### config.mk
export PLATFORM = sky130hd
export DESIGN_NAME = cpu6502_alu_execute_top
export DESIGN_NICKNAME = d
export VERILOG_FILES = /design/src/rtl/cpu6502alu_pkg.sv /design/src/rtl/cpu6502alu_core.sv /design/src/rtl/cpu6502_alu_execute_top.sv
export SDC_FILE = /design/constraint.sdc
export NUM_CORES = 1
export LEC_CHECK = 0
export ABC_CLOCK_PERIOD_IN_PS = 6000
export BUFFER_PORTS_ARGS = -buffer_cell sky130_fd_sc_hd__buf_2
export CORE_AREA = 2 2 131 133
export CTS_CLUSTER_DIAMETER = 100
export DETAILED_ROUTE_END_ITERATION = 10
export DIE_AREA = 0 0 133 135
export PLACE_DENSITY = 0.67
export SLEW_MARGIN = 40
export SYNTH_ARGS = -nofsm -noshare
export SYNTH_HDL_FRONTEND = slang
export SYNTH_HIERARCHICAL = 1
export SYNTH_SLANG_ARGS = --single-unit
### constraint.sdc
create_clock -name clock -period 6 [get_ports clock]
set_clock_uncertainty 0.2 [all_clocks]
set_input_delay 0.9 -clock clock [delete_from_list [all_inputs] [get_ports clock]]
set_output_delay 0.9 -clock clock [all_outputs]
set_load 0.005 [all_outputs]
### src/rtl/cpu6502alu_pkg.sv
// Package with the operation codes and the register and flag types of the 6502 ALU.
package cpu6502alu_pkg;

   localparam int unsigned DataWidth = 8;

   // Operation codes; codes 24 to 31 mean nothing and change nothing.
   typedef enum logic [4:0] {
      OP_ADC = 5'd0,
      OP_AND = 5'd1,
      OP_ASL = 5'd2,
      OP_CMP = 5'd3,
      OP_CPX = 5'd4,
      OP_CPY = 5'd5,
      OP_DCP = 5'd6,
      OP_DEC = 5'd7,
      OP_EOR = 5'd8,
      OP_INC = 5'd9,
      OP_ISC = 5'd10,
      OP_LAX = 5'd11,
      OP_LDA = 5'd12,
      OP_LDX = 5'd13,
      OP_LDY = 5'd14,
      OP_LSR = 5'd15,
      OP_ORA = 5'd16,
      OP_ROL = 5'd17,
      OP_ROR = 5'd18,
      OP_RLA = 5'd19,
      OP_RRA = 5'd20,
      OP_SBC = 5'd21,
      OP_SLO = 5'd22,
      OP_SRE = 5'd23
   } op_type;

   // Programmer-visible registers and flags.
   typedef struct packed {
      logic [DataWidth-1:0] acc;
      logic [DataWidth-1:0] x;
      logic [DataWidth-1:0] y;
      logic                 carry;
      logic                 zero;
      logic                 overflow;
      logic                 negative;
   } state_type;

   localparam state_type StateReset = '0;

endpackage

### src/rtl/cpu6502alu_core.sv
// Combinational 6502 data operation: one operand byte against the current registers.
module cpu6502alu_core (
   input  logic [4:0]                                op_code,
   input  logic [cpu6502alu_pkg::DataWidth-1:0]      operand,
   input  cpu6502alu_pkg::state_type                 state_cur,
   output logic [cpu6502alu_pkg::DataWidth-1:0]      mem_res,
   output cpu6502alu_pkg::state_type                 state_nxt
);
   import cpu6502alu_pkg::*;

   op_type               op;
   logic [DataWidth-1:0] inc_val;
   logic [DataWidth-1:0] dec_val;
   logic                 shl_cin;
   logic                 shr_cin;
   logic [DataWidth-1:0] shl_val;
   logic [DataWidth-1:0] shr_val;
   logic [DataWidth-1:0] add_b;
   logic                 add_cin;
   logic [DataWidth:0]   add_sum;
   logic                 add_ovf;
   logic [DataWidth-1:0] cmp_reg;
   logic [DataWidth-1:0] cmp_m;
   logic [DataWidth:0]   cmp_diff;

   assign op = op_type'(op_code);

   // Increment, decrement and the shift units for the read-modify-write forms.
   assign inc_val = operand + DataWidth'(1);
   assign dec_val = operand - DataWidth'(1);
   assign shl_cin = ((op == OP_ROL) || (op == OP_RLA)) ? state_cur.carry : 1'b0;
   assign shr_cin = ((op == OP_ROR) || (op == OP_RRA)) ? state_cur.carry : 1'b0;
   assign shl_val = {operand[DataWidth-2:0], shl_cin};
   assign shr_val = {shr_cin, operand[DataWidth-1:1]};

   // Adder operand: subtraction adds the complement; RRA takes the carry from its rotate.
   always_comb begin
      case (op)
         OP_SBC:  add_b = ~operand;
         OP_ISC:  add_b = ~inc_val;
         OP_RRA:  add_b = shr_val;
         default: add_b = operand;
      endcase
   end

   assign add_cin = (op == OP_RRA) ? operand[0] : state_cur.carry;
   assign add_sum = {1'b0, state_cur.acc} + {1'b0, add_b} + {{DataWidth{1'b0}}, add_cin};
   assign add_ovf = (~(state_cur.acc[DataWidth-1] ^ add_b[DataWidth-1]))
                    & (state_cur.acc[DataWidth-1] ^ add_sum[DataWidth-1]);

   // Compare: a borrow out of the 9-bit difference means the register is below M.
   always_comb begin
      case (op)
         OP_CPX:  cmp_reg = state_cur.x;
         OP_CPY:  cmp_reg = state_cur.y;
         default: cmp_reg = state_cur.acc;
      endcase
   end

   assign cmp_m    = (op == OP_DCP) ? dec_val : operand;
   assign cmp_diff = {1'b0, cmp_reg} - {1'b0, cmp_m};

   // Per-operation selection of the memory byte and the new registers and flags.
   always_comb begin
      mem_res   = operand;
      state_nxt = state_cur;
      case (op)
         OP_ADC, OP_SBC, OP_ISC, OP_RRA: begin
            if (op == OP_ISC) begin
               mem_res = inc_val;
            end else if (op == OP_RRA) begin
               mem_res = shr_val;
            end
            state_nxt.acc      = add_sum[DataWidth-1:0];
            state_nxt.carry    = add_sum[DataWidth];
            state_nxt.overflow = add_ovf;
            state_nxt.zero     = (add_sum[DataWidth-1:0] == '0);
            state_nxt.negative = add_sum[DataWidth-1];
         end
         OP_CMP, OP_CPX, OP_CPY, OP_DCP: begin
            if (op == OP_DCP) begin
               mem_res = dec_val;
            end
            state_nxt.carry    = ~cmp_diff[DataWidth];
            state_nxt.zero     = (cmp_diff[DataWidth-1:0] == '0);
            state_nxt.negative = cmp_diff[DataWidth-1];
         end
         OP_AND: begin
            state_nxt.acc      = state_cur.acc & operand;
            state_nxt.zero     = (state_nxt.acc == '0);
            state_nxt.negative = state_nxt.acc[DataWidth-1];
         end
         OP_EOR: begin
            state_nxt.acc      = state_cur.acc ^ operand;
            state_nxt.zero     = (state_nxt.acc == '0);
            state_nxt.negative = state_nxt.acc[DataWidth-1];
         end
         OP_ORA: begin
            state_nxt.acc      = state_cur.acc | operand;
            state_nxt.zero     = (state_nxt.acc == '0);
            state_nxt.negative = state_nxt.acc[DataWidth-1];
         end
         OP_ASL, OP_ROL: begin
            mem_res            = shl_val;
            state_nxt.carry    = operand[DataWidth-1];
            state_nxt.zero     = (shl_val == '0);
            state_nxt.negative = shl_val[DataWidth-1];
         end
         OP_LSR, OP_ROR: begin
            mem_res            = shr_val;
            state_nxt.carry    = operand[0];
            state_nxt.zero     = (shr_val == '0);
            state_nxt.negative = shr_val[DataWidth-1];
         end
         OP_RLA: begin
            mem_res            = shl_val;
            state_nxt.carry    = operand[DataWidth-1];
            state_nxt.acc      = state_cur.acc & shl_val;
            state_nxt.zero     = (state_nxt.acc == '0);
            state_nxt.negative = state_nxt.acc[DataWidth-1];
         end
         OP_SLO: begin
            mem_res            = shl_val;
            state_nxt.carry    = operand[DataWidth-1];
            state_nxt.acc      = state_cur.acc | shl_val;
            state_nxt.zero     = (state_nxt.acc == '0);
            state_nxt.negative = state_nxt.acc[DataWidth-1];
         end
         OP_SRE: begin
            mem_res            = shr_val;
            state_nxt.carry    = operand[0];
            state_nxt.acc      = state_cur.acc ^ shr_val;
            state_nxt.zero     = (state_nxt.acc == '0);
            state_nxt.negative = state_nxt.acc[DataWidth-1];
         end
         OP_DEC: begin
            mem_res            = dec_val;
            state_nxt.zero     = (dec_val == '0);
            state_nxt.negative = dec_val[DataWidth-1];
         end
         OP_INC: begin
            mem_res            = inc_val;
            state_nxt.zero     = (inc_val == '0);
            state_nxt.negative = inc_val[DataWidth-1];
         end
         OP_LAX: begin
            state_nxt.acc      = operand;
            state_nxt.x        = operand;
            state_nxt.zero     = (operand == '0);
            state_nxt.negative = operand[DataWidth-1];
         end
         OP_LDA: begin
            state_nxt.acc      = operand;
            state_nxt.zero     = (operand == '0);
            state_nxt.negative = operand[DataWidth-1];
         end
         OP_LDX: begin
            state_nxt.x        = operand;
            state_nxt.zero     = (operand == '0);
            state_nxt.negative = operand[DataWidth-1];
         end
         OP_LDY: begin
            state_nxt.y        = operand;
            state_nxt.zero     = (operand == '0);
            state_nxt.negative = operand[DataWidth-1];
         end
         default: begin
            mem_res   = operand;
            state_nxt = state_cur;
         end
      endcase
   end

endmodule

### src/rtl/cpu6502_alu_execute_top.sv
// Top level of the 6502 binary-mode ALU execute unit.
//
// The req channel carries one beat per operation: a 5-bit operation code and
// an operand byte. The rsp channel returns one beat per request: the modified
// memory byte (or the operand unchanged), A, X, Y and the C, Z, V, N flags as
// they stand after the operation. Both channels use valid/ready.
//
// A request beat is captured in an input register; the ALU then works on it
// against the held registers and flags, and once the output register is free
// the result is written into it together with the new registers and flags.
// One beat per cycle is sustained while the receiver takes every response; the
// rate is set by the single ALU pass between the input and output registers.
//
// When the receiver stalls, the response holds and the input register keeps
// its beat; req_ready drops only while both registers are full. Reset clears
// A, X, Y and all flags to zero and empties both registers.
module cpu6502_alu_execute_top (
   input  logic                                  clock,
   input  logic                                  reset,
   input  logic                                  req_valid,
   output logic                                  req_ready,
   input  logic [4:0]                            req_operation,
   input  logic [cpu6502alu_pkg::DataWidth-1:0]  req_operand,
   output logic                                  rsp_valid,
   input  logic                                  rsp_ready,
   output logic [cpu6502alu_pkg::DataWidth-1:0]  rsp_mem_out,
   output logic [cpu6502alu_pkg::DataWidth-1:0]  rsp_acc_out,
   output logic [cpu6502alu_pkg::DataWidth-1:0]  rsp_x_out,
   output logic [cpu6502alu_pkg::DataWidth-1:0]  rsp_y_out,
   output logic                                  rsp_carry_out,
   output logic                                  rsp_zero_out,
   output logic                                  rsp_overflow_out,
   output logic                                  rsp_negative_out
);
   import cpu6502alu_pkg::*;

   logic                 in_valid_ff;
   logic                 in_valid_in;
   logic [4:0]           in_op_ff;
   logic [DataWidth-1:0] in_operand_ff;
   state_type            state_ff;
   logic                 out_valid_ff;
   logic                 out_valid_in;
   logic [DataWidth-1:0] out_mem_ff;
   state_type            out_state_ff;
   logic [DataWidth-1:0] core_mem;
   state_type            core_state;
   logic                 advance;
   logic                 req_beat;

   // Output register frees up when it is empty or its beat is taken.
   assign advance   = in_valid_ff && (!out_valid_ff || rsp_ready);
   assign req_ready = !in_valid_ff || advance;
   assign req_beat  = req_valid && req_ready;

   assign in_valid_in  = req_beat || (in_valid_ff && !advance);
   assign out_valid_in = advance || (out_valid_ff && !rsp_ready);

   // Input register.
   always_ff @(posedge clock) begin
      if (reset) begin
         in_valid_ff <= 1'b0;
      end else begin
         in_valid_ff <= in_valid_in;
      end
      if (req_beat) begin
         in_op_ff      <= req_operation;
         in_operand_ff <= req_operand;
      end
   end

   cpu6502alu_core u_core (
      .op_code   (in_op_ff),
      .operand   (in_operand_ff),
      .state_cur (state_ff),
      .mem_res   (core_mem),
      .state_nxt (core_state)
   );

   // Architectural registers and flags, updated as each beat passes the ALU.
   always_ff @(posedge clock) begin
      if (reset) begin
         state_ff <= StateReset;
      end else if (advance) begin
         state_ff <= core_state;
      end
   end

   // Output register.
   always_ff @(posedge clock) begin
      if (reset) begin
         out_valid_ff <= 1'b0;
      end else begin
         out_valid_ff <= out_valid_in;
      end
      if (advance) begin
         out_mem_ff   <= core_mem;
         out_state_ff <= core_state;
      end
   end

   assign rsp_valid        = out_valid_ff;
   assign rsp_mem_out      = out_mem_ff;
   assign rsp_acc_out      = out_state_ff.acc;
   assign rsp_x_out        = out_state_ff.x;
   assign rsp_y_out        = out_state_ff.y;
   assign rsp_carry_out    = out_state_ff.carry;
   assign rsp_zero_out     = out_state_ff.zero;
   assign rsp_overflow_out = out_state_ff.overflow;
   assign rsp_negative_out = out_state_ff.negative;

endmodule

==> impl_metrics.toml, run 1 <==
[global_routing]
antenna_found_initial = 0
grt_max_degree = 59
grt_usage_pct = 22.53
grt_pass1_wl_mm = 30.86
grt_pass1_vias = 5488
grt-ovfl-total = 0

[cells_and_area]
fin_nets = 832
final_layout_size_suffix_gt1_share_pct = 16.03
antenna_cells = 0
area_growth_pct = 11.26
utilization_pct = 44.40

[logic_synthesis]
synth-edff-count = 49
synth_cell_types = 75
synth_area_mm2 = 0.006548
synthArstFlopShare_pct = 0
avgSynthCellArea_um2 = 8.742
synth_top_area_share_pct = 22.47
yosys_warnings = 6
syn_nets = 806
synthCells = 749
yosys.area.top_type = "edfxtp_1"
ys_seq_area_share_pct = 31.65
synth-seq-cells = 79
synth_flop_cell = "edfxtp_1"
synth_area_leaders = "edfxtp_1 (22%), dfxtp_1 (9.2%), ha_1 (7.1%), nand2b_1 (6.0%), mux2i_1 (5.5%)"

[job]
cap_violations = 0

[floorplan]
die_h_um = 135
io_pins = 55
die_w_um = 133
initial_core_util_pct = 39.91
dieArea_mm2 = 0.01796
placementRows = 47
coreArea_mm2 = 0.01641

[clock_network]
worst_skew_pair.late_latency_ns = 0.35
cts-resized-gates = 0
clock-root-buffer = "clkbuf_16"
clockBufferDepth = 2
htreeDepth = 3
post_cts_buffers = 0
cts_sinks = 79
hold_buffers = 0
cts_tree = "built"
clk_pin_slew_ns = 0.06
numCtsBuffers = 9

[worst_setup_path]
crit_path_start_kind = "flip-flop"
required_ns = 6.02
crit_arrival_ns = 4.62
path_max_fanout = 15
cp-end-kind = "flip-flop"
path_class = "flip-flop to flip-flop"

[sta]
rsz0062_at_grt = "false"
finalWorstSetupSlack_ns = 1.403
slew_viol_final = 0
relSlewSlack_pct = 40.03
fmax_ghz = 0.2175
hold_viol_final = 0
tns_ns = 0
tightest_slew_ns = 0.8996
setup_viol = 0
period_needed_ns = 4.597
finalCritPeriodShare_pct = 76.61

[route]
drtIter0Drc = 872
drcViolationCount = 0
avgRoutedWirePerCell_um = 19.96
vias = 5866
routed_via_density = 5.866
ant_nets = 0
wl_mm = 19.96
drt-pass1-iter-count = 5

[run_status]
status = "finished clean"

[power]
p_per_area_mw_per_mm2 = 210.0
ir_worst_vdd_v = 0.0001381
leakage_nw = 2.674
finalPower_mw = 1.530

[placement]
dp_hpwl_mm = 14.45
io_buffer_count = 54
pre_cts_ws_ns = 1.303
place.gp.congestion = 0.9714

[min_path]
min_path_type = "flip-flop to flip-flop"
-- critical path, stage by stage (launching register included) --
cell	delay, ns
edfxtp_1	0.60
buf_6	0.23
or3b_1	0.43
nor2_2	0.38
nor3_2	0.18
a211o_1	0.35
ha_1	0.28
a211oi_1	0.31
o21bai_1	0.12
a21oi_1	0.22
o21ai_0	0.19
xor2_1	0.20
a221oi_1	0.43
a31oi_1	0.17
nand2b_1	0.10
mux2i_1	0.06
-- per-layer routing --
| metal | share of wire, % | vias up | track usage (%) |
|---|---|---|---|
| met3 | 9.6 | 59 | 5.068 |
| met2 | 44 | 279 | 33.71 |
| met1 | 43 | 2748 | 30.40 |
| li1 | - | 2780 | - |
| met5 | 0 | - | 0 |
| met4 | 3.9 | 0 | 11.89 |
-- synth_stat cells (3+ instances only) --
| cell | n |
|---|---|
| o221ai_1 | 3 |
| nor2b_1 | 5 |
| clkbuf_1 | 28 |
| nand2_1 | 65 |
| xor2_1 | 11 |
| o21a_1 | 6 |
| nor2_1 | 72 |
| nor3_1 | 11 |
| mux2_2 | 17 |
| a32oi_1 | 3 |
| nand4_1 | 7 |
| nand2b_1 | 63 |
| mux2i_1 | 36 |
| a221oi_1 | 9 |
| o21bai_1 | 3 |
| inv_1 | 19 |
| a211oi_1 | 9 |
| xnor2_1 | 28 |
| buf_2 | 19 |
| ha_1 | 37 |
| a21oi_1 | 41 |
| fa_1 | 3 |
| buf_4 | 3 |
| buf_6 | 3 |
| a31oi_1 | 12 |
| edfxtp_1 | 49 |
| a22oi_1 | 4 |
| nor4_1 | 8 |
| and3_1 | 5 |
| clkinv_1 | 3 |
| o211ai_1 | 10 |
| o22ai_1 | 9 |
| a21o_1 | 5 |
| o2111ai_1 | 6 |
| nand4b_1 | 3 |
| nor3_2 | 4 |
| o21ai_0 | 32 |
| dfxtp_1 | 30 |
| nand3_1 | 16 |
-- through the flow --
step / hold slack [ns] / area (um^2) / instances
after floorplan: 0.2489 / 6548 / 749
after global placement: 0.2610 / 6904 / 980
after detailed placement: 0.2687 / 6940 / 982
after CTS: 0.2776 / 7257 / 998
after global routing: 0.3038 / 7284 / 1000
final: 0.2722 / 7284 / 1000
-- kinds of logic after synthesis --
family	count (synthesis)	share of synthesized area (%)
AOI/OAI and AO/OA	175	17.83
xor gates and xnor gates	39	5.217
adders and majority gates	40	7.988
buffers and inverters	77	5.465
DFF	79	31.65
muxes	53	8.427
and+or+nand+nor	286	23.43
-- flip-flops by register name, summed over array words and instances (netlist names) --
| register | flops |
|---|---|
| in_op_ff | 5 |
| in_operand_ff | 8 |
| in_valid_ff | 1 |
| rsp_acc_out | 8 |
| rsp_carry_out | 1 |
| rsp_mem_out | 8 |
| rsp_negative_out | 1 |
| rsp_overflow_out | 1 |
| rsp_valid | 1 |
| rsp_x_out | 8 |
| rsp_y_out | 8 |
| rsp_zero_out | 1 |
| state_ff | 28 |
-- placed cells by master (no fill, tap or decap), types with 7 or more instances in the layout --
master      n
a211oi_1    9
a21oi_1    40
a221oi_1    9
a31oi_1    12
buf_2      55
buf_4      11
clkbuf_16  10
dfxtp_1    30
edfxtp_1   49
ha_1       37
inv_1      19
mux2_2     17
mux2i_1    36
nand2_1    65
nand2b_1   63
nand3_1    16
nand4_1     7
nor2_1     71
nor3_1     10
nor4_1      8
o211ai_1   10
o21ai_0    32
o22ai_1     9
xnor2_1    28
xor2_1     11
-- area by class of cell --
class,instances,area (um^2)
sequential,79,2072
inverter,23,86.33
tap,220,275.3
multi-input combinational,593,4135
clock inverter,6,66.31
clock buffer,10,250.2
timing repair buffer,69,399.1
fill,1603,9123
-- where the power goes --
part           switching, mW  total [mW]  internal, mW
combinational          0.190       0.315         0.124
sequential            0.0324       0.637         0.605
clock                  0.229       0.578         0.349
total                  0.452        1.53          1.08
-- path summary, 6_finish.rpt --
kind                                                from                        end  slack [ns]  cells past startpoint
worst max-delay path               in_op_ff[3]$_DFFE_PP_  state_ff[27]$_SDFFE_PP0P_        1.40                     15
worst min-delay path            state_ff[1]$_SDFFE_PP0P_   state_ff[1]$_SDFFE_PP0P_        0.27                      2
worst max register to register     in_op_ff[3]$_DFFE_PP_  state_ff[27]$_SDFFE_PP0P_        1.40                     15
worst min register to register  state_ff[1]$_SDFFE_PP0P_   state_ff[1]$_SDFFE_PP0P_        0.27                      2
No activity file was read; power rests on OpenSTA's default activity.
==> run 2: changes to the inputs <==
--- a/config.mk
+++ b/config.mk
@@ -5,13 +5,14 @@
 export SDC_FILE = /design/constraint.sdc
 export NUM_CORES = 1
 export LEC_CHECK = 0
-export ABC_CLOCK_PERIOD_IN_PS = 6000
+export ABC_AREA = 1
+export ABC_CLOCK_PERIOD_IN_PS = 3700
 export BUFFER_PORTS_ARGS = -buffer_cell sky130_fd_sc_hd__buf_2
-export CORE_AREA = 2 2 131 133
+export CORE_AREA = 2 2 132 134
 export CTS_CLUSTER_DIAMETER = 100
 export DETAILED_ROUTE_END_ITERATION = 10
-export DIE_AREA = 0 0 133 135
-export PLACE_DENSITY = 0.67
+export DIE_AREA = 0 0 134 136
+export PLACE_DENSITY = 0.68
 export SLEW_MARGIN = 40
 export SYNTH_ARGS = -nofsm -noshare
 export SYNTH_HDL_FRONTEND = slang
==> constraint.sdc (replaced) <==
create_clock -name clock -period 3.7 [get_ports clock]
set_clock_uncertainty 0.2 [all_clocks]
set_input_delay 0.555 -clock clock [delete_from_list [all_inputs] [get_ports clock]]
set_output_delay 0.555 -clock clock [all_outputs]
set_load 0.005 [all_outputs]
==> impl_metrics.toml, run 2 <==
[global_routing]
grt_usage_pct = 26.38
grt_pass1_wl_mm = 36.59
grt_pass1_vias = 6694
antenna_found_initial = 0
grt_max_degree = 58
grt-ovfl-total = 0

[cells_and_area]
fin_cells = 1332
antenna_cells = 0
utilization_pct = 47.89
fin_nets = 1159
final_layout_size_suffix_gt1_share_pct = 20.33
layout_commonest_cell = "nand2_1"
largest_register_ffs = 28
top_register = "state_ff"
area_growth_pct = 22.86
mostFrequentLayoutCells = "nand2_1 (262), nor2_1 (132), inv_1 (95)"

[worst_setup_path]
worstRegToRegCells = 18
cp.depth = 18
worst-path-buf-inv = 4
cpMostUsedCell = "nand2_1"
cp-end-kind = "flip-flop"
cpPeakStageDelay_ns = 0.58
cp_slowest_cell = "edfxtp_1"
required_ns = 3.60
path_class = "flip-flop to flip-flop"
cp_top_family = "simple AND/OR/NAND/NOR gates"
crit_arrival_ns = 3.35
crit_path_start_kind = "flip-flop"
crit_chain = "buf_4 -> buf_4 -> nor2_1 -> nand3_1 -> nand2_1 -> o21ai_0 -> buf_4 -> ha_1 -> a21o_1 -> a21oi_1 -> nand2_1 -> nand2_1 -> nand2_1 -> nand2_1 -> nand2_1 -> nor3_1 -> nand3_1 -> buf_4"
path_max_fanout = 8

[clock_network]
clk_pin_slew_ns = 0.06
worst_skew_pair.late_latency_ns = 0.35
clockBufferDepth = 2
cts_tree = "built"
htreeDepth = 3
numCtsBuffers = 9
cts_sinks = 79
clock-root-buffer = "clkbuf_16"

[sta]
finalCritPeriodShare_pct = 93.21
tns_ns = 0
period_needed_ns = 3.449
tightest_slew_ns = 0.6636
setup_viol = 0
hold_viol_final = 0
slew_viol_final = 0
rsz0062_at_grt = "true"
fmax_ghz = 0.2900
relSlewSlack_pct = 55.60

[min_path]
hold_depth = 1
min_path_type = "input pin to flip-flop"

[route]
drt-pass1-iter-count = 5
drcViolationCount = 0
drtIter0Drc = 710
vias = 7146
avgRoutedWirePerCell_um = 17.97
wl_mm = 23.93
ant_nets = 0
routed_via_density = 5.365

[floorplan]
placementRows = 48
io_pins = 55
coreArea_mm2 = 0.01688
dieArea_mm2 = 0.01822
die_w_um = 134
initial_core_util_pct = 38.98
die_h_um = 136

[logic_synthesis]
yosys.area.top_type = "edfxtp_1"
avgSynthCellArea_um2 = 6.727
synth_area_leaders = "edfxtp_1 (22%), nand2_1 (15%), dfxtp_1 (9.1%), nor2_1 (7.8%), ha_1 (7.0%)"
synthArstFlopShare_pct = 0
synth-seq-cells = 79
synth_cell_types = 44
synth.most_common_cell = "nand2_1"
synth_top_area_share_pct = 22.37
synth-edff-count = 49
synthCells = 978
ys_seq_area_share_pct = 31.49
synth_commonest_cells = "nand2_1 (268), nor2_1 (136), inv_1 (97)"
synth_flop_cell = "edfxtp_1"
syn_nets = 1035
synth_area_mm2 = 0.006579
yosys_warnings = 6

[job]
cap_violations = 0

[power]
finalPower_mw = 2.760
p_per_area_mw_per_mm2 = 341.4
leakage_nw = 3.710
ir_worst_vdd_v = 0.0002083

[placement]
io_buffer_count = 54
dp_hpwl_mm = 18.31
place.gp.congestion = 1.048
dp.cells = 1303

[run_status]
status = "finished clean"
run 2: changes by cell type after synthesis, moves of 36 or more:
cell,delta
nand2_1,+203
inv_1,+78
nor2_1,+64
nand2b_1,-63
nand3_1,+60
mux2i_1,-36
run 2: cells by family after synthesis:
group / Yosys count / share of synthesized area [%]
fa+ha+maj: 40 / 7.950
buf+inv: 152 / 9.528
compound gates: 169 / 15.20
flops: 79 / 31.49
xor+xnor: 15 / 1.997
simple gates: 523 / 33.83
run 2: routing by layer:
layer  vias up  GRT usage (%)  share of wire (%)
met1      3297          34.23                 43
met4         0          11.76                3.9
met2       284          43.28                 46
met5         -              0                  0
li1       3508              -                  -
met3        57          4.325                6.9
run 2: worst paths after layout:
| path | endpoint | slack (ns) | from |
|---|---|---|---|
| max reg2reg | rsp_negative_out$_DFFE_PP_ | 0.25 | in_operand_ff[2]$_DFFE_PP_ |
| max | rsp_negative_out$_DFFE_PP_ | 0.25 | in_operand_ff[2]$_DFFE_PP_ |
| min | in_operand_ff[0]$_DFFE_PP_ | 0.18 | req_operand[0] |
| min reg2reg | state_ff[19]$_SDFFE_PP0P_ | 0.29 | state_ff[19]$_SDFFE_PP0P_ |
run 2: area by class of cell:
class	count	area, um^2
multi-input combinational	747	4026
clock inverter	5	37.54
timing repair buffer	145	960.9
tap	225	281.5
fill	1693	8793
clock buffer	11	252.7
inverter	120	450.4
sequential	79	2073
run 2: power by group:
group	internal, mW	switching (mW)	total (mW)
registers	1.01	0.0607	1.07
clock network	0.495	0.381	0.876
logic	0.316	0.496	0.812
total	1.82	0.937	2.76
run 2: what timing repair did:
action,4_1_cts,5_1_grt
hold endpoints to repair,0,0
setup buffers,0,13
setup endpoints to repair,0,18
resized for setup,0,37
hold buffers,0,0
run 2: stage by stage:
stage,cell area (um^2),hold slack [ns],worst slack [ns]
4_1_cts,7850,0.1744,0.07137
3_3_place_gp,7555,0.2675,0.04744
3_5_place_dp,7560,0.2734,0.07029
2_1_floorplan,6579,0.2438,0.3952
6_report,8083,0.1847,0.2512
5_1_grt,8083,0.1772,-0.05234
